## config.mk

```make
export PLATFORM = sky130hd
export DESIGN_NAME = column_to_row_span_extractor_flat
export DESIGN_NICKNAME = d
export VERILOG_FILES = /design/src/rtl/cspan_pkg.sv /design/src/rtl/cspan_if.sv /design/src/rtl/cspan_ctrl.sv /design/src/rtl/cspan_datapath.sv /design/src/rtl/column_to_row_span_extractor.sv /design/src/flat_wrapper.sv
export SDC_FILE = /design/constraint.sdc
export NUM_CORES = 1
export LEC_CHECK = 0
export BUFFER_PORTS_ARGS = -buffer_cell sky130_fd_sc_hd__buf_2
export CAP_MARGIN = 40
export CORE_ASPECT_RATIO = 1.4
export CORE_MARGIN = 4
export CORE_UTILIZATION = 50
export CTS_BUF_LIST = sky130_fd_sc_hd__clkbuf_4
export CTS_CLUSTER_SIZE = 14
export DETAILED_ROUTE_END_ITERATION = 6
export HOLD_SLACK_MARGIN = 0.03
export PLACE_DENSITY_LB_ADDON = 0.08
export SLEW_MARGIN = 20
export SYNTH_ARGS = -nofsm -noshare
export SYNTH_HDL_FRONTEND = slang
export SYNTH_SLANG_ARGS = --single-unit
export TNS_END_PERCENT = 1
```

## constraint.sdc

```tcl
create_clock -name i_clk -period 5.7 [get_ports i_clk]
set_input_delay 0.57 -clock i_clk [delete_from_list [all_inputs] [get_ports i_clk]]
set_output_delay 0.57 -clock i_clk [all_outputs]
set_load 0.01 [all_outputs]
```

## src/rtl/cspan_pkg.sv

```systemverilog
// shared types and constants for the column to row span extractor
// no dependencies; imported by the interfaces, controller and datapath
package cspan_pkg;

    localparam int CW = 10;
    localparam int RW = 6;

    typedef logic [CW-1:0] t_col;
    typedef logic [RW-1:0] t_row;

    // commands from the controller to the datapath
    typedef struct packed {
        logic load;
        logic rd_en;
        logic rd_bot;
        logic emit;
        logic emit_bot;
        logic open_top;
        logic open_bot;
    } t_cmd;

    // loop conditions and output status back to the controller
    typedef struct packed {
        logic close_top;
        logic close_bot;
        logic open_top;
        logic open_bot;
        logic out_free;
    } t_status;

endpackage

```

## src/rtl/cspan_if.sv

```systemverilog
// valid/ready channel interfaces for column items and span results
// depends on cspan_pkg
interface cspan_in_if import cspan_pkg::*; ();
    logic valid;
    logic ready;
    t_col column;
    t_row column_top;
    t_row column_bottom;
    logic column_empty;
    logic plane_start;

    modport source(output valid, column, column_top, column_bottom, column_empty, plane_start,
                   input ready);
    modport sink(input valid, column, column_top, column_bottom, column_empty, plane_start,
                 output ready);
endinterface

interface cspan_out_if import cspan_pkg::*; ();
    logic valid;
    logic ready;
    t_row span_row;
    t_col span_first;
    t_col span_final;
    logic last;

    modport source(output valid, span_row, span_first, span_final, last, input ready);
    modport sink(input valid, span_row, span_first, span_final, last, output ready);
endinterface

```

## src/rtl/cspan_ctrl.sv

```systemverilog
// sequencer for the four row walks: close top, close bottom, open top, open bottom
// depends on cspan_pkg
module cspan_ctrl import cspan_pkg::*; (
    input  logic    i_clk,
    input  logic    i_rst_n,
    input  logic    i_in_valid,
    output logic    o_in_ready,
    input  t_status i_status,
    output t_cmd    o_cmd
);

    typedef enum logic [6:0] {
        S_IDLE = 7'b0000001,
        S_CTOP = 7'b0000010,
        S_ETOP = 7'b0000100,
        S_CBOT = 7'b0001000,
        S_EBOT = 7'b0010000,
        S_OTOP = 7'b0100000,
        S_OBOT = 7'b1000000
    } t_state;

    t_state r_state;
    t_state n_state;

    always_ff @(posedge i_clk) begin
        if (!i_rst_n) begin
            r_state <= S_IDLE;
        end else begin
            r_state <= n_state;
        end
    end

    always_comb begin
        n_state    = r_state;
        o_cmd      = '0;
        o_in_ready = 1'b0;
        unique case (r_state)
            S_IDLE: begin
                o_in_ready = 1'b1;
                if (i_in_valid) begin
                    o_cmd.load = 1'b1;
                    n_state    = S_CTOP;
                end
            end
            S_CTOP: begin
                if (i_status.close_top) begin
                    o_cmd.rd_en = 1'b1;
                    n_state     = S_ETOP;
                end else begin
                    n_state = S_CBOT;
                end
            end
            S_ETOP: begin
                if (i_status.out_free) begin
                    o_cmd.emit = 1'b1;
                    n_state    = S_CTOP;
                end
            end
            S_CBOT: begin
                if (i_status.close_bot) begin
                    o_cmd.rd_en  = 1'b1;
                    o_cmd.rd_bot = 1'b1;
                    n_state      = S_EBOT;
                end else begin
                    n_state = S_OTOP;
                end
            end
            S_EBOT: begin
                if (i_status.out_free) begin
                    o_cmd.emit     = 1'b1;
                    o_cmd.emit_bot = 1'b1;
                    n_state        = S_CBOT;
                end
            end
            S_OTOP: begin
                if (i_status.open_top) begin
                    o_cmd.open_top = 1'b1;
                end else begin
                    n_state = S_OBOT;
                end
            end
            S_OBOT: begin
                if (i_status.open_bot) begin
                    o_cmd.open_bot = 1'b1;
                end else begin
                    n_state = S_IDLE;
                end
            end
            default: begin
                n_state = S_IDLE;
            end
        endcase
    end

    a_emit_needs_room: assert property (@(posedge i_clk) disable iff (!i_rst_n)
        o_cmd.emit |-> i_status.out_free)
        else $error("span emitted while output register is occupied");

    a_read_not_repeated: assert property (@(posedge i_clk) disable iff (!i_rst_n)
        o_cmd.rd_en |=> !o_cmd.rd_en)
        else $error("start read issued twice before its span was sent");

    a_state_onehot: assert property (@(posedge i_clk) disable iff (!i_rst_n)
        $onehot(r_state))
        else $error("sequencer state is not one-hot");

endmodule

```

## src/rtl/cspan_datapath.sv

```systemverilog
// range registers, per-row span start memory and output register
// depends on cspan_pkg; driven by cspan_ctrl commands
module cspan_datapath import cspan_pkg::*; #(
    parameter int ROWS = 64,
    parameter int COLS = 1024
) (
    input  logic    i_clk,
    input  logic    i_rst_n,
    input  t_cmd    i_cmd,
    output t_status o_status,
    input  t_col    i_column,
    input  t_row    i_column_top,
    input  t_row    i_column_bottom,
    input  logic    i_column_empty,
    input  logic    i_plane_start,
    output logic    o_out_valid,
    input  logic    i_out_ready,
    output t_row    o_span_row,
    output t_col    o_span_first,
    output t_col    o_span_final,
    output logic    o_last
);

    localparam int RW1 = $clog2(ROWS + 1);
    localparam int RWI = $clog2(ROWS);
    localparam logic [RW1-1:0] ROWS_V  = RW1'(ROWS);
    localparam logic [RW1-1:0] ROW_MAX = RW1'(ROWS - 1);
    localparam t_col COL_SAT = CW'((COLS - 1) % (1 << CW));

    function automatic logic [RW1-1:0] clamp_row(t_row v);
        if (32'(v) >= 32'(ROWS)) begin
            return ROW_MAX;
        end
        return RW1'(v);
    endfunction

    t_col           r_col;
    logic [RW1-1:0] r_t1, r_b1, r_t2, r_b2;
    logic [RW1-1:0] r_prev_top, r_prev_bot;
    logic           r_prev_empty;
    t_col           r_start_mem [ROWS];
    t_col           r_rd_data;
    logic           r_out_valid;
    t_row           r_span_row;
    t_col           r_span_first;
    t_col           r_span_final;
    logic           r_last;

    t_col           n_col;
    logic [RW1-1:0] n_top, n_bot;
    logic [RW1-1:0] nt1, nb1;
    logic           more_top, more_bot;
    logic           emit_last;
    logic [RWI-1:0] rd_addr, wr_addr;

    always_comb begin
        n_col = (32'(i_column) >= 32'(COLS)) ? COL_SAT : i_column;
        n_top = clamp_row(i_column_top);
        n_bot = clamp_row(i_column_bottom);
    end

    assign o_status.close_top = (r_t1 < r_t2) && (r_t1 <= r_b1);
    assign o_status.close_bot = (r_b1 > r_b2) && (r_b1 >= r_t1);
    assign o_status.open_top  = (r_t2 < r_t1) && (r_t2 <= r_b2);
    assign o_status.open_bot  = (r_b2 > r_b1) && (r_b2 >= r_t2);
    assign o_status.out_free  = !r_out_valid || i_out_ready;

    // look one step ahead to flag the final span of the item
    always_comb begin
        nt1       = r_t1 + RW1'(1);
        nb1       = r_b1 - RW1'(1);
        more_top  = (nt1 < r_t2) && (nt1 <= r_b1);
        more_bot  = (r_b1 > r_b2) && (r_b1 >= nt1);
        emit_last = i_cmd.emit_bot ? !((nb1 > r_b2) && (nb1 >= r_t1))
                                   : !(more_top || more_bot);
    end

    assign rd_addr = i_cmd.rd_bot   ? r_b1[RWI-1:0] : r_t1[RWI-1:0];
    assign wr_addr = i_cmd.open_bot ? r_b2[RWI-1:0] : r_t2[RWI-1:0];

    always_ff @(posedge i_clk) begin
        if (i_cmd.open_top || i_cmd.open_bot) begin
            r_start_mem[wr_addr] <= r_col;
        end
        if (i_cmd.rd_en) begin
            r_rd_data <= r_start_mem[rd_addr];
        end
    end

    always_ff @(posedge i_clk) begin
        if (!i_rst_n) begin
            r_prev_empty <= 1'b1;
            r_prev_top   <= '0;
            r_prev_bot   <= '0;
        end else if (i_cmd.load) begin
            r_prev_empty <= i_column_empty;
            if (!i_column_empty) begin
                r_prev_top <= n_top;
                r_prev_bot <= n_bot;
            end
        end
    end

    always_ff @(posedge i_clk) begin
        if (i_cmd.load) begin
            r_col <= n_col;
            if (i_plane_start || r_prev_empty) begin
                r_t1 <= ROWS_V;
                r_b1 <= '0;
            end else begin
                r_t1 <= r_prev_top;
                r_b1 <= r_prev_bot;
            end
            r_t2 <= i_column_empty ? ROWS_V : n_top;
            r_b2 <= i_column_empty ? '0 : n_bot;
        end else begin
            if (i_cmd.emit && !i_cmd.emit_bot) begin
                r_t1 <= nt1;
            end
            if (i_cmd.emit && i_cmd.emit_bot) begin
                r_b1 <= nb1;
            end
            if (i_cmd.open_top) begin
                r_t2 <= r_t2 + RW1'(1);
            end
            if (i_cmd.open_bot) begin
                r_b2 <= r_b2 - RW1'(1);
            end
        end
    end

    always_ff @(posedge i_clk) begin
        if (!i_rst_n) begin
            r_out_valid <= 1'b0;
        end else if (i_cmd.emit) begin
            r_out_valid <= 1'b1;
        end else if (i_out_ready) begin
            r_out_valid <= 1'b0;
        end
    end

    always_ff @(posedge i_clk) begin
        if (i_cmd.emit) begin
            r_span_row   <= RW'(i_cmd.emit_bot ? r_b1 : r_t1);
            r_span_first <= r_rd_data;
            r_span_final <= r_col - CW'(1);
            r_last       <= emit_last;
        end
    end

    assign o_out_valid  = r_out_valid;
    assign o_span_row   = r_span_row;
    assign o_span_first = r_span_first;
    assign o_span_final = r_span_final;
    assign o_last       = r_last;

    a_no_rw_collision: assert property (@(posedge i_clk) disable iff (!i_rst_n)
        i_cmd.rd_en |-> !(i_cmd.open_top || i_cmd.open_bot))
        else $error("start memory read and write in the same cycle");

    a_emit_row_closing: assert property (@(posedge i_clk) disable iff (!i_rst_n)
        (i_cmd.emit && !i_cmd.emit_bot) |-> ((r_t1 < r_t2) && (r_t1 <= r_b1)))
        else $error("top span emitted for a row that is not leaving coverage");

    a_rows_bounded: assert property (@(posedge i_clk) disable iff (!i_rst_n)
        i_cmd.load |=> ((r_t1 <= ROWS_V) && (r_t2 <= ROWS_V) && (r_b2 < ROWS_V)))
        else $error("row range loaded outside the row count");

endmodule

```

## src/rtl/column_to_row_span_extractor.sv

```systemverilog
// each closed row is walked as a start read, then an emit into the output register, and the emit
// waits while the output register is occupied; each opened row writes its start column into the
// single-port span start memory; a new item is taken only in the idle state, after all four row walks
// reset: synchronous active low; clears the sequencer, output valid and previous
// range (previous column empty); the span start memory is not cleared
module column_to_row_span_extractor import cspan_pkg::*; #(
    parameter int ROWS = 64,
    parameter int COLS = 1024
) (
    input  logic    i_clk,
    input  logic    i_rst_n,
    cspan_in_if.sink    i_in,
    cspan_out_if.source o_out
);

    t_cmd    cmd;
    t_status status;

    cspan_ctrl u_ctrl (
        .i_clk      (i_clk),
        .i_rst_n    (i_rst_n),
        .i_in_valid (i_in.valid),
        .o_in_ready (i_in.ready),
        .i_status   (status),
        .o_cmd      (cmd)
    );

    cspan_datapath #(
        .ROWS (ROWS),
        .COLS (COLS)
    ) u_datapath (
        .i_clk           (i_clk),
        .i_rst_n         (i_rst_n),
        .i_cmd           (cmd),
        .o_status        (status),
        .i_column        (i_in.column),
        .i_column_top    (i_in.column_top),
        .i_column_bottom (i_in.column_bottom),
        .i_column_empty  (i_in.column_empty),
        .i_plane_start   (i_in.plane_start),
        .o_out_valid     (o_out.valid),
        .i_out_ready     (o_out.ready),
        .o_span_row      (o_out.span_row),
        .o_span_first    (o_out.span_first),
        .o_span_final    (o_out.span_final),
        .o_last          (o_out.last)
    );

endmodule

```

## src/flat_wrapper.sv

```systemverilog
// flat-port wrapper written by rule: the top's interface ports become plain ports
module column_to_row_span_extractor_flat import cspan_pkg::*;
#(
    parameter int ROWS = 64,
    parameter int COLS = 1024
)
  (i_clk, i_rst_n, i_in_valid, i_in_column, i_in_column_top, i_in_column_bottom, i_in_column_empty, i_in_plane_start, i_in_ready, o_out_valid, o_out_span_row, o_out_span_first, o_out_span_final, o_out_last, o_out_ready);
  cspan_in_if i_in_i ();
  cspan_out_if o_out_i ();
  input  logic i_clk;
  input  logic i_rst_n;
  input wire logic [$bits(i_in_i.valid)-1:0] i_in_valid;
  input wire logic [$bits(i_in_i.column)-1:0] i_in_column;
  input wire logic [$bits(i_in_i.column_top)-1:0] i_in_column_top;
  input wire logic [$bits(i_in_i.column_bottom)-1:0] i_in_column_bottom;
  input wire logic [$bits(i_in_i.column_empty)-1:0] i_in_column_empty;
  input wire logic [$bits(i_in_i.plane_start)-1:0] i_in_plane_start;
  output wire logic [$bits(i_in_i.ready)-1:0] i_in_ready;
  output wire logic [$bits(o_out_i.valid)-1:0] o_out_valid;
  output wire logic [$bits(o_out_i.span_row)-1:0] o_out_span_row;
  output wire logic [$bits(o_out_i.span_first)-1:0] o_out_span_first;
  output wire logic [$bits(o_out_i.span_final)-1:0] o_out_span_final;
  output wire logic [$bits(o_out_i.last)-1:0] o_out_last;
  input wire logic [$bits(o_out_i.ready)-1:0] o_out_ready;
  assign i_in_i.valid = i_in_valid;
  assign i_in_i.column = i_in_column;
  assign i_in_i.column_top = i_in_column_top;
  assign i_in_i.column_bottom = i_in_column_bottom;
  assign i_in_i.column_empty = i_in_column_empty;
  assign i_in_i.plane_start = i_in_plane_start;
  assign i_in_ready = i_in_i.ready;
  assign o_out_valid = o_out_i.valid;
  assign o_out_span_row = o_out_i.span_row;
  assign o_out_span_first = o_out_i.span_first;
  assign o_out_span_final = o_out_i.span_final;
  assign o_out_last = o_out_i.last;
  assign o_out_i.ready = o_out_ready;
  column_to_row_span_extractor #(.ROWS(ROWS), .COLS(COLS)) u_core (.i_clk(i_clk), .i_rst_n(i_rst_n), .i_in(i_in_i), .o_out(o_out_i));
endmodule
```

==> results of run 1 <==
cell usage in the layout, fill, tap and decap left out, drive strengths merged, types with 5 or more instances in the layout:
master	instances
o2111ai	10
nor4	15
a32o	10
clkinv	40
a21o	14
nand3b	12
xnor2	18
a21boi	15
dfxtp	21
and3	14
nor2	76
nand3	78
mux2i	174
or4	10
dlygate4sd3	36
clkinvlp	5
nand2b	12
o21ai	97
a211o	11
o22ai	82
a21oi	114
inv	41
nor3	50
a311o	9
a31oi	6
nand2	340
mux2	5
clkbuf	238
o21a	6
nor2b	15
and2	6
a22o	10
ha	61
edfxtp	715
nand4	41
buf	217
xor2	11
a211oi	11
through the flow:
stage	util	instances	worst slack, ns	hold WS [ns]
floorplan	-	2262	1.40	0.400
global placement	0.536	3159	0.378	0.417
detailed placement	0.537	3169	0.310	0.419
CTS	0.577	3496	0.244	0.143
global route	0.578	3501	0.125	0.199
finish	0.578	3501	0.320	0.272
power groups by stage:
stage	combinational, W	clock, W	sequential, W
global route	0.00621	0.00455	0.00667
finish	0.00576	0.00414	0.00666
global placement	0.00559	0	0.00676
detailed placement	0.00568	0	0.00677
CTS	0.00573	0.00425	0.00665
floorplan	0.00339	0	0.00685
kinds of logic after synthesis:
family	Yosys count	synth area share
buf+inv	169	0.0255
mux	179	0.0577
fa+ha+maj	61	0.0245
simple gates	677	0.0992
flops	736	0.703
xor+xnor	29	0.00816
compound gates	411	0.0820
layout make-up:
type	count	area (sq um)
Timing Repair Buffer	254	2060
Multi-Input combinational cell	1357	8560
Tap cell	825	1030
Antenna cell	2	5.00
Clock inverter	54	339
Clock buffer	237	1780
Inverter	36	135
Sequential cell	736	21900
Fill cell	5136	26100
registers in the layout (all words and copies together), names as in the netlist:
signal and cells:
u_core.u_datapath.r_rd_data 10, u_core.u_datapath.r_b1 7, u_core.u_datapath.o_last 1, u_core.u_datapath.r_start_mem 640
u_core.u_datapath.r_prev_empty 1, u_core.u_datapath.r_prev_bot 6, u_core.u_ctrl.r_state 7, u_core.u_datapath.o_span_first 10
u_core.u_datapath.r_prev_top 6, u_core.u_datapath.r_b2 7, u_core.u_datapath.o_span_final 10, u_core.u_datapath.o_span_row 6
u_core.u_datapath.r_t2 7, u_core.u_datapath.r_col 10, u_core.u_datapath.o_out_valid 1, u_core.u_datapath.r_t1 7
worst max-delay path: cells and delay by family, from the launching register on:
kind,cells,cell delay [ns]
buf+inv,3,0.84
fa+ha+maj,1,0.32
flops,1,0.52
simple gates,3,1.12
mux,2,0.58
compound gates,5,1.69
worst paths after layout:
kind | from | to | slack, ns | depth (start not counted)
max | u_core.u_datapath.r_b1[0]$_DFFE_PP_ | u_core.u_datapath.r_rd_data[4]$_DFFE_PP_ | 0.32 | 14
min | i_in_column[2] | u_core.u_datapath.r_col[2]$_DFFE_PP_ | 0.27 | 2
max reg2reg | u_core.u_datapath.r_b1[0]$_DFFE_PP_ | u_core.u_datapath.r_rd_data[4]$_DFFE_PP_ | 0.32 | 14
min reg2reg | u_core.u_datapath.r_rd_data[7]$_DFFE_PP_ | u_core.u_datapath.o_span_first[7]$_DFFE_PP_ | 0.43 | 0
routing by layer:
layer | share of wire | GRT usage | vias up
li1 | - | - | 9311
met1 | 0.39 | 0.331 | 10251
met2 | 0.51 | 0.471 | 809
met3 | 0.060 | 0.0558 | 177
met4 | 0.040 | 0.111 | 0
met5 | 0 | 0 | -
what timing repair did:
item | in CTS | in global routing
endpoints found under the hold margin | 44 | 0
hold buffers | 36 | 0
setup buffers | 0 | 0
==> reports/results.txt, run 1 <==
status: finished, final reports clean
CTS tree: done
RSZ-0062 raised after global routing: false
Post-DRT Antenna Nets: 0
worst-margin pin slew: 0.901 ns
Max Clock Freq: 186 MHz
asr flop ratio synth: 0
Slew Viols, Final: 0
crit-path most repeated cell: o21ai_0
Area growth, synth to finish: 15.0%
FF+latch count, synth: 736
most common cell in the synthesized netlist: edfxtp_1
H-tree level count: 4
Final period util: 0.944
Worst EP required: 6.45 ns
via/cell ratio: 5.87
syn_nets: 2351
Final Hold Vio Count: 0
number of antenna violations at the first check in global routing: 1
share of cells above drive strength 1: 0.183
pin count of the biggest net entering global routing: 105
mapped cell area: 0.0311 sq mm
Post-Layout Inst Area: 0.0358 sq mm
CTS Sinks: 736
Worst-path clk slew: 0.07 ns
Synth top cells by count: edfxtp_1 (715), nand2_1 (340), mux2i_1 (174), a21oi_1 (114), o21ai_0 (85)
Synth top area share: 0.689
die height: 303 microns
Switching Fraction: 0.366
first-pass GRT wire length: 132 mm
Leak Pwr: 12.9 nW
I/O pin total: 57
Avg Inst Size Synth: 13.8 sq um
Tot GR Track Use: 0.271
P_int: 0.0105 W
gr ovfl total: 0
DRC violations left: 0
clk_skew: 0.0487 ns
Yosys cell types: 58
Power Density: 462 mW/mm^2
ranking of synthesized cells by area: edfxtp_1 (69%), mux2i_1 (5.6%), nand2_1 (4.1%), ha_1 (2.5%), a21oi_1 (1.8%)
Post-DP Area: 0.0333 sq mm
WS Path Type: flop to flop
min Tclk post-route: 5.38 ns
starting DRC count in detailed routing: 1877
relative slew slack: 0.399
synth warn: 0
Routability Congestion: 0.889
dpl hpwl: 57.7 mm
Rows: 108
worst vdd ir: 0.308 mV
worst hold-check path type: primary input to flop
Cells after Synth: 2262
area leader, netlist: edfxtp_1
final total power: 0.0166 W
Seq/Total Area, Yosys: 0.703
Num CTS Buffers: 173
worst-path fanout max: 20
final setup fails: 0
Total Wirelength: 89.3 mm
MaxCap Viol Count: 0
First-pass DRT Iterations: 5
clock group share of total power: 0.250
Gate power share: 0.348
routed via count: 20548
Initial Util: 0.503
Post-synth top flop: edfxtp_1
number of flops mapped to enable cells by yosys: 715
sequential share of power: 0.402
startpoint types: flop
area of the die: 0.0664 sq mm
Max clock buf depth: 3
CP max stage delay: 0.60 ns
# resized after CTS: 0
CP arrival: 6.14 ns
clk root buf: clkbuf_4
fin nets: 2647
crit-path cells: inv_1 -> ha_1 -> nand2_1 -> a31oi_1 -> o21ai_0 -> and3_1 -> mux2i_4 -> buf_12 -> buf_4 -> mux2i_1 -> o22ai_1 -> o21ai_0 -> o2111ai_1 -> or4_1
element type at the critical path end: flop
Post-Route Setup TNS: 0 ns
wire per inst: 25.5 microns
critical path's slowest cell: o21ai_0
P_sw: 0.00606 W
die width: 219 microns
clk_lat worst skew: 1.02 ns
port bufs: 56
vias in the first global route: 20706
core area: 0.0619 sq mm
Note: power is estimated with default switching activity, not from simulation.
==> run 2: changes to the inputs <==
--- a/config.mk
+++ b/config.mk
@@ -13,6 +13,7 @@
 export CTS_BUF_LIST = sky130_fd_sc_hd__clkbuf_4
 export CTS_CLUSTER_SIZE = 14
 export DETAILED_ROUTE_END_ITERATION = 6
+export GPL_ROUTABILITY_DRIVEN = 0
 export HOLD_SLACK_MARGIN = 0.03
 export PLACE_DENSITY_LB_ADDON = 0.08
 export SLEW_MARGIN = 20
==> constraint.sdc (replaced) <==
create_clock -name i_clk -period 4.4 [get_ports i_clk]
set_input_delay 0.44 -clock i_clk [delete_from_list [all_inputs] [get_ports i_clk]]
set_output_delay 0.44 -clock i_clk [all_outputs]
set_load 0.02 [all_outputs]
==> run 2 against run 1 <==
Against the previous run: flip-flop and latch count stayed put; first-iteration DRC count is 0.37% higher; cell area is 1.3% higher; register-to-register slack worse by 0.20 ns; combinational power is 35% higher; cell count is 1.2% higher; fmax is 26% higher; critical path depth is 1 higher; die area stayed put.
==> reports/results.txt, run 2 (synthesis results as in run 1) <==
Area growth, synth to finish: 16.4%
worst hold stages: 2
Critical Path Stages: 15
routed via count: 20557
H-tree level count: 4
MaxCap Viol Count: 0
WS Path Type: flop to flop
worst-margin pin slew: 0.836 ns
worst slack, placed: -0.0251 ns
CP max stage delay: 0.44 ns
max reg flops: 640
Util after Layout: 0.586
delay-heaviest family, CP: compound AO/OA/AOI/OAI gates
I/O pin total: 57
fin nets: 2689
via/cell ratio: 5.80
Final Hold Vio Count: 0
core area: 0.0619 sq mm
clk_lat worst skew: 1.01 ns
crit-path most repeated cell: o21ai_0
Top reg by flops: u_core.u_datapath.r_start_mem
die width: 219 microns
DRC violations left: 0
gr ovfl total: 0
first-pass GRT wire length: 131 mm
number of antenna violations at the first check in global routing: 2
CP arrival: 5.01 ns
CP Buf/Inv Count: 4
CTS tree: done
wire per inst: 25.0 microns
starting DRC count in detailed routing: 1884
Rows: 108
crit-path cells: inv_1 -> ha_1 -> nand2_1 -> a31oi_1 -> o21ai_0 -> and3_1 -> mux2i_4 -> buf_12 -> buf_6 -> mux2i_1 -> o22ai_1 -> o21ai_0 -> buf_4 -> o2111ai_1 -> or4_1
RSZ-0062 raised after global routing: true
vias in the first global route: 20898
First-pass DRT Iterations: 6
worst-path fanout max: 23
commonest non-fill, non-tap cells in the layout: edfxtp_1 (715), nand2_1 (340), clkbuf_4 (236)
Worst-path clk slew: 0.07 ns
clk root buf: clkbuf_4
element type at the critical path end: flop
Reg2Reg Depth: 15
status: finished, final reports clean
Max clock buf depth: 3
Final period util: 0.972
share of cells above drive strength 1: 0.196
relative slew slack: 0.443
Post-DP Area: 0.0337 sq mm
Tot GR Track Use: 0.270
clk_skew: 0.0737 ns
Post-DRT Antenna Nets: 0
Leak Pwr: 13.1 nW
Worst EP required: 5.13 ns
CTS Sinks: 736
most common cell after layout, fill and taps aside: edfxtp_1
startpoint types: flop
Initial Util: 0.503
Max Clock Freq: 234 MHz
area of the die: 0.0664 sq mm
Power Density: 601 mW/mm^2
worst hold-check path type: primary input to flop
pin count of the biggest net entering global routing: 69
Num CTS Buffers: 172
dpl hpwl: 58.3 mm
Post-Layout Inst Area: 0.0363 sq mm
port bufs: 56
final total power: 0.0218 W
final setup fails: 0
critical path's slowest cell: or4_1
Hold WS: 0.191 ns
die height: 303 microns
worst vdd ir: 0.435 mV
postcts setup bufs: 0
Slew Viols, Final: 0
Total Wirelength: 88.6 mm
min Tclk post-route: 4.28 ns
setup slack after layout: 0.122 ns
[run 2: timing repair]
| action | CTS | global route |
|---|---|---|
| setup endpoints to repair | 2 | 39 |
| hold buffers | 41 | 0 |
| resized for setup | 2 | 12 |
| hold endpoints to repair | 54 | 0 |
[run 2: path summary, 6_finish.rpt]
| check | startpoint | to | slack, ns |
|---|---|---|---|
| hold / removal | i_in_column[4] | u_core.u_datapath.r_col[4]$_DFFE_PP_ | 0.19 |
| hold reg to reg | u_core.u_datapath.r_rd_data[9]$_DFFE_PP_ | u_core.u_datapath.o_span_first[9]$_DFFE_PP_ | 0.45 |
| setup / recovery | u_core.u_datapath.r_b1[0]$_DFFE_PP_ | u_core.u_datapath.r_rd_data[9]$_DFFE_PP_ | 0.12 |
| setup reg to reg | u_core.u_datapath.r_b1[0]$_DFFE_PP_ | u_core.u_datapath.r_rd_data[9]$_DFFE_PP_ | 0.12 |
[run 2: power breakdown]
part           leakage (nW)  internal [W]  switching [W]
combinational          5.25       0.00277        0.00502
sequential             6.62       0.00837       0.000221
clock                  1.26       0.00277        0.00264
total                  13.1        0.0139        0.00788
[run 2: per-layer routing]
layer  GRT usage  vias up  wire length [microns]
met1       0.335    10218                  34700
met2       0.465      759                  45000
met5           0        -                     16
li1            -     9406                      -
met4       0.106        2                   3310
met3      0.0567      172                   5490
[run 2: area by class of cell]
type                       instances  area [sq um]
clock buffer                     236          1770
clock inverter                    54           370
inverter                          36           135
sequential                       736         21900
timing repair buffer             297          2480
fill                            5129         25600
tap                              825          1030
antenna                            1          2.50
multi-input combinational       1357          8570
[run 2: through the flow]
step,setup TNS [ns],instances
after CTS,0,3539
after global placement,0,3198
after global routing,-0.0410,3542
after detailed placement,-0.0251,3208
after floorplan,0,2262
final,0,3542
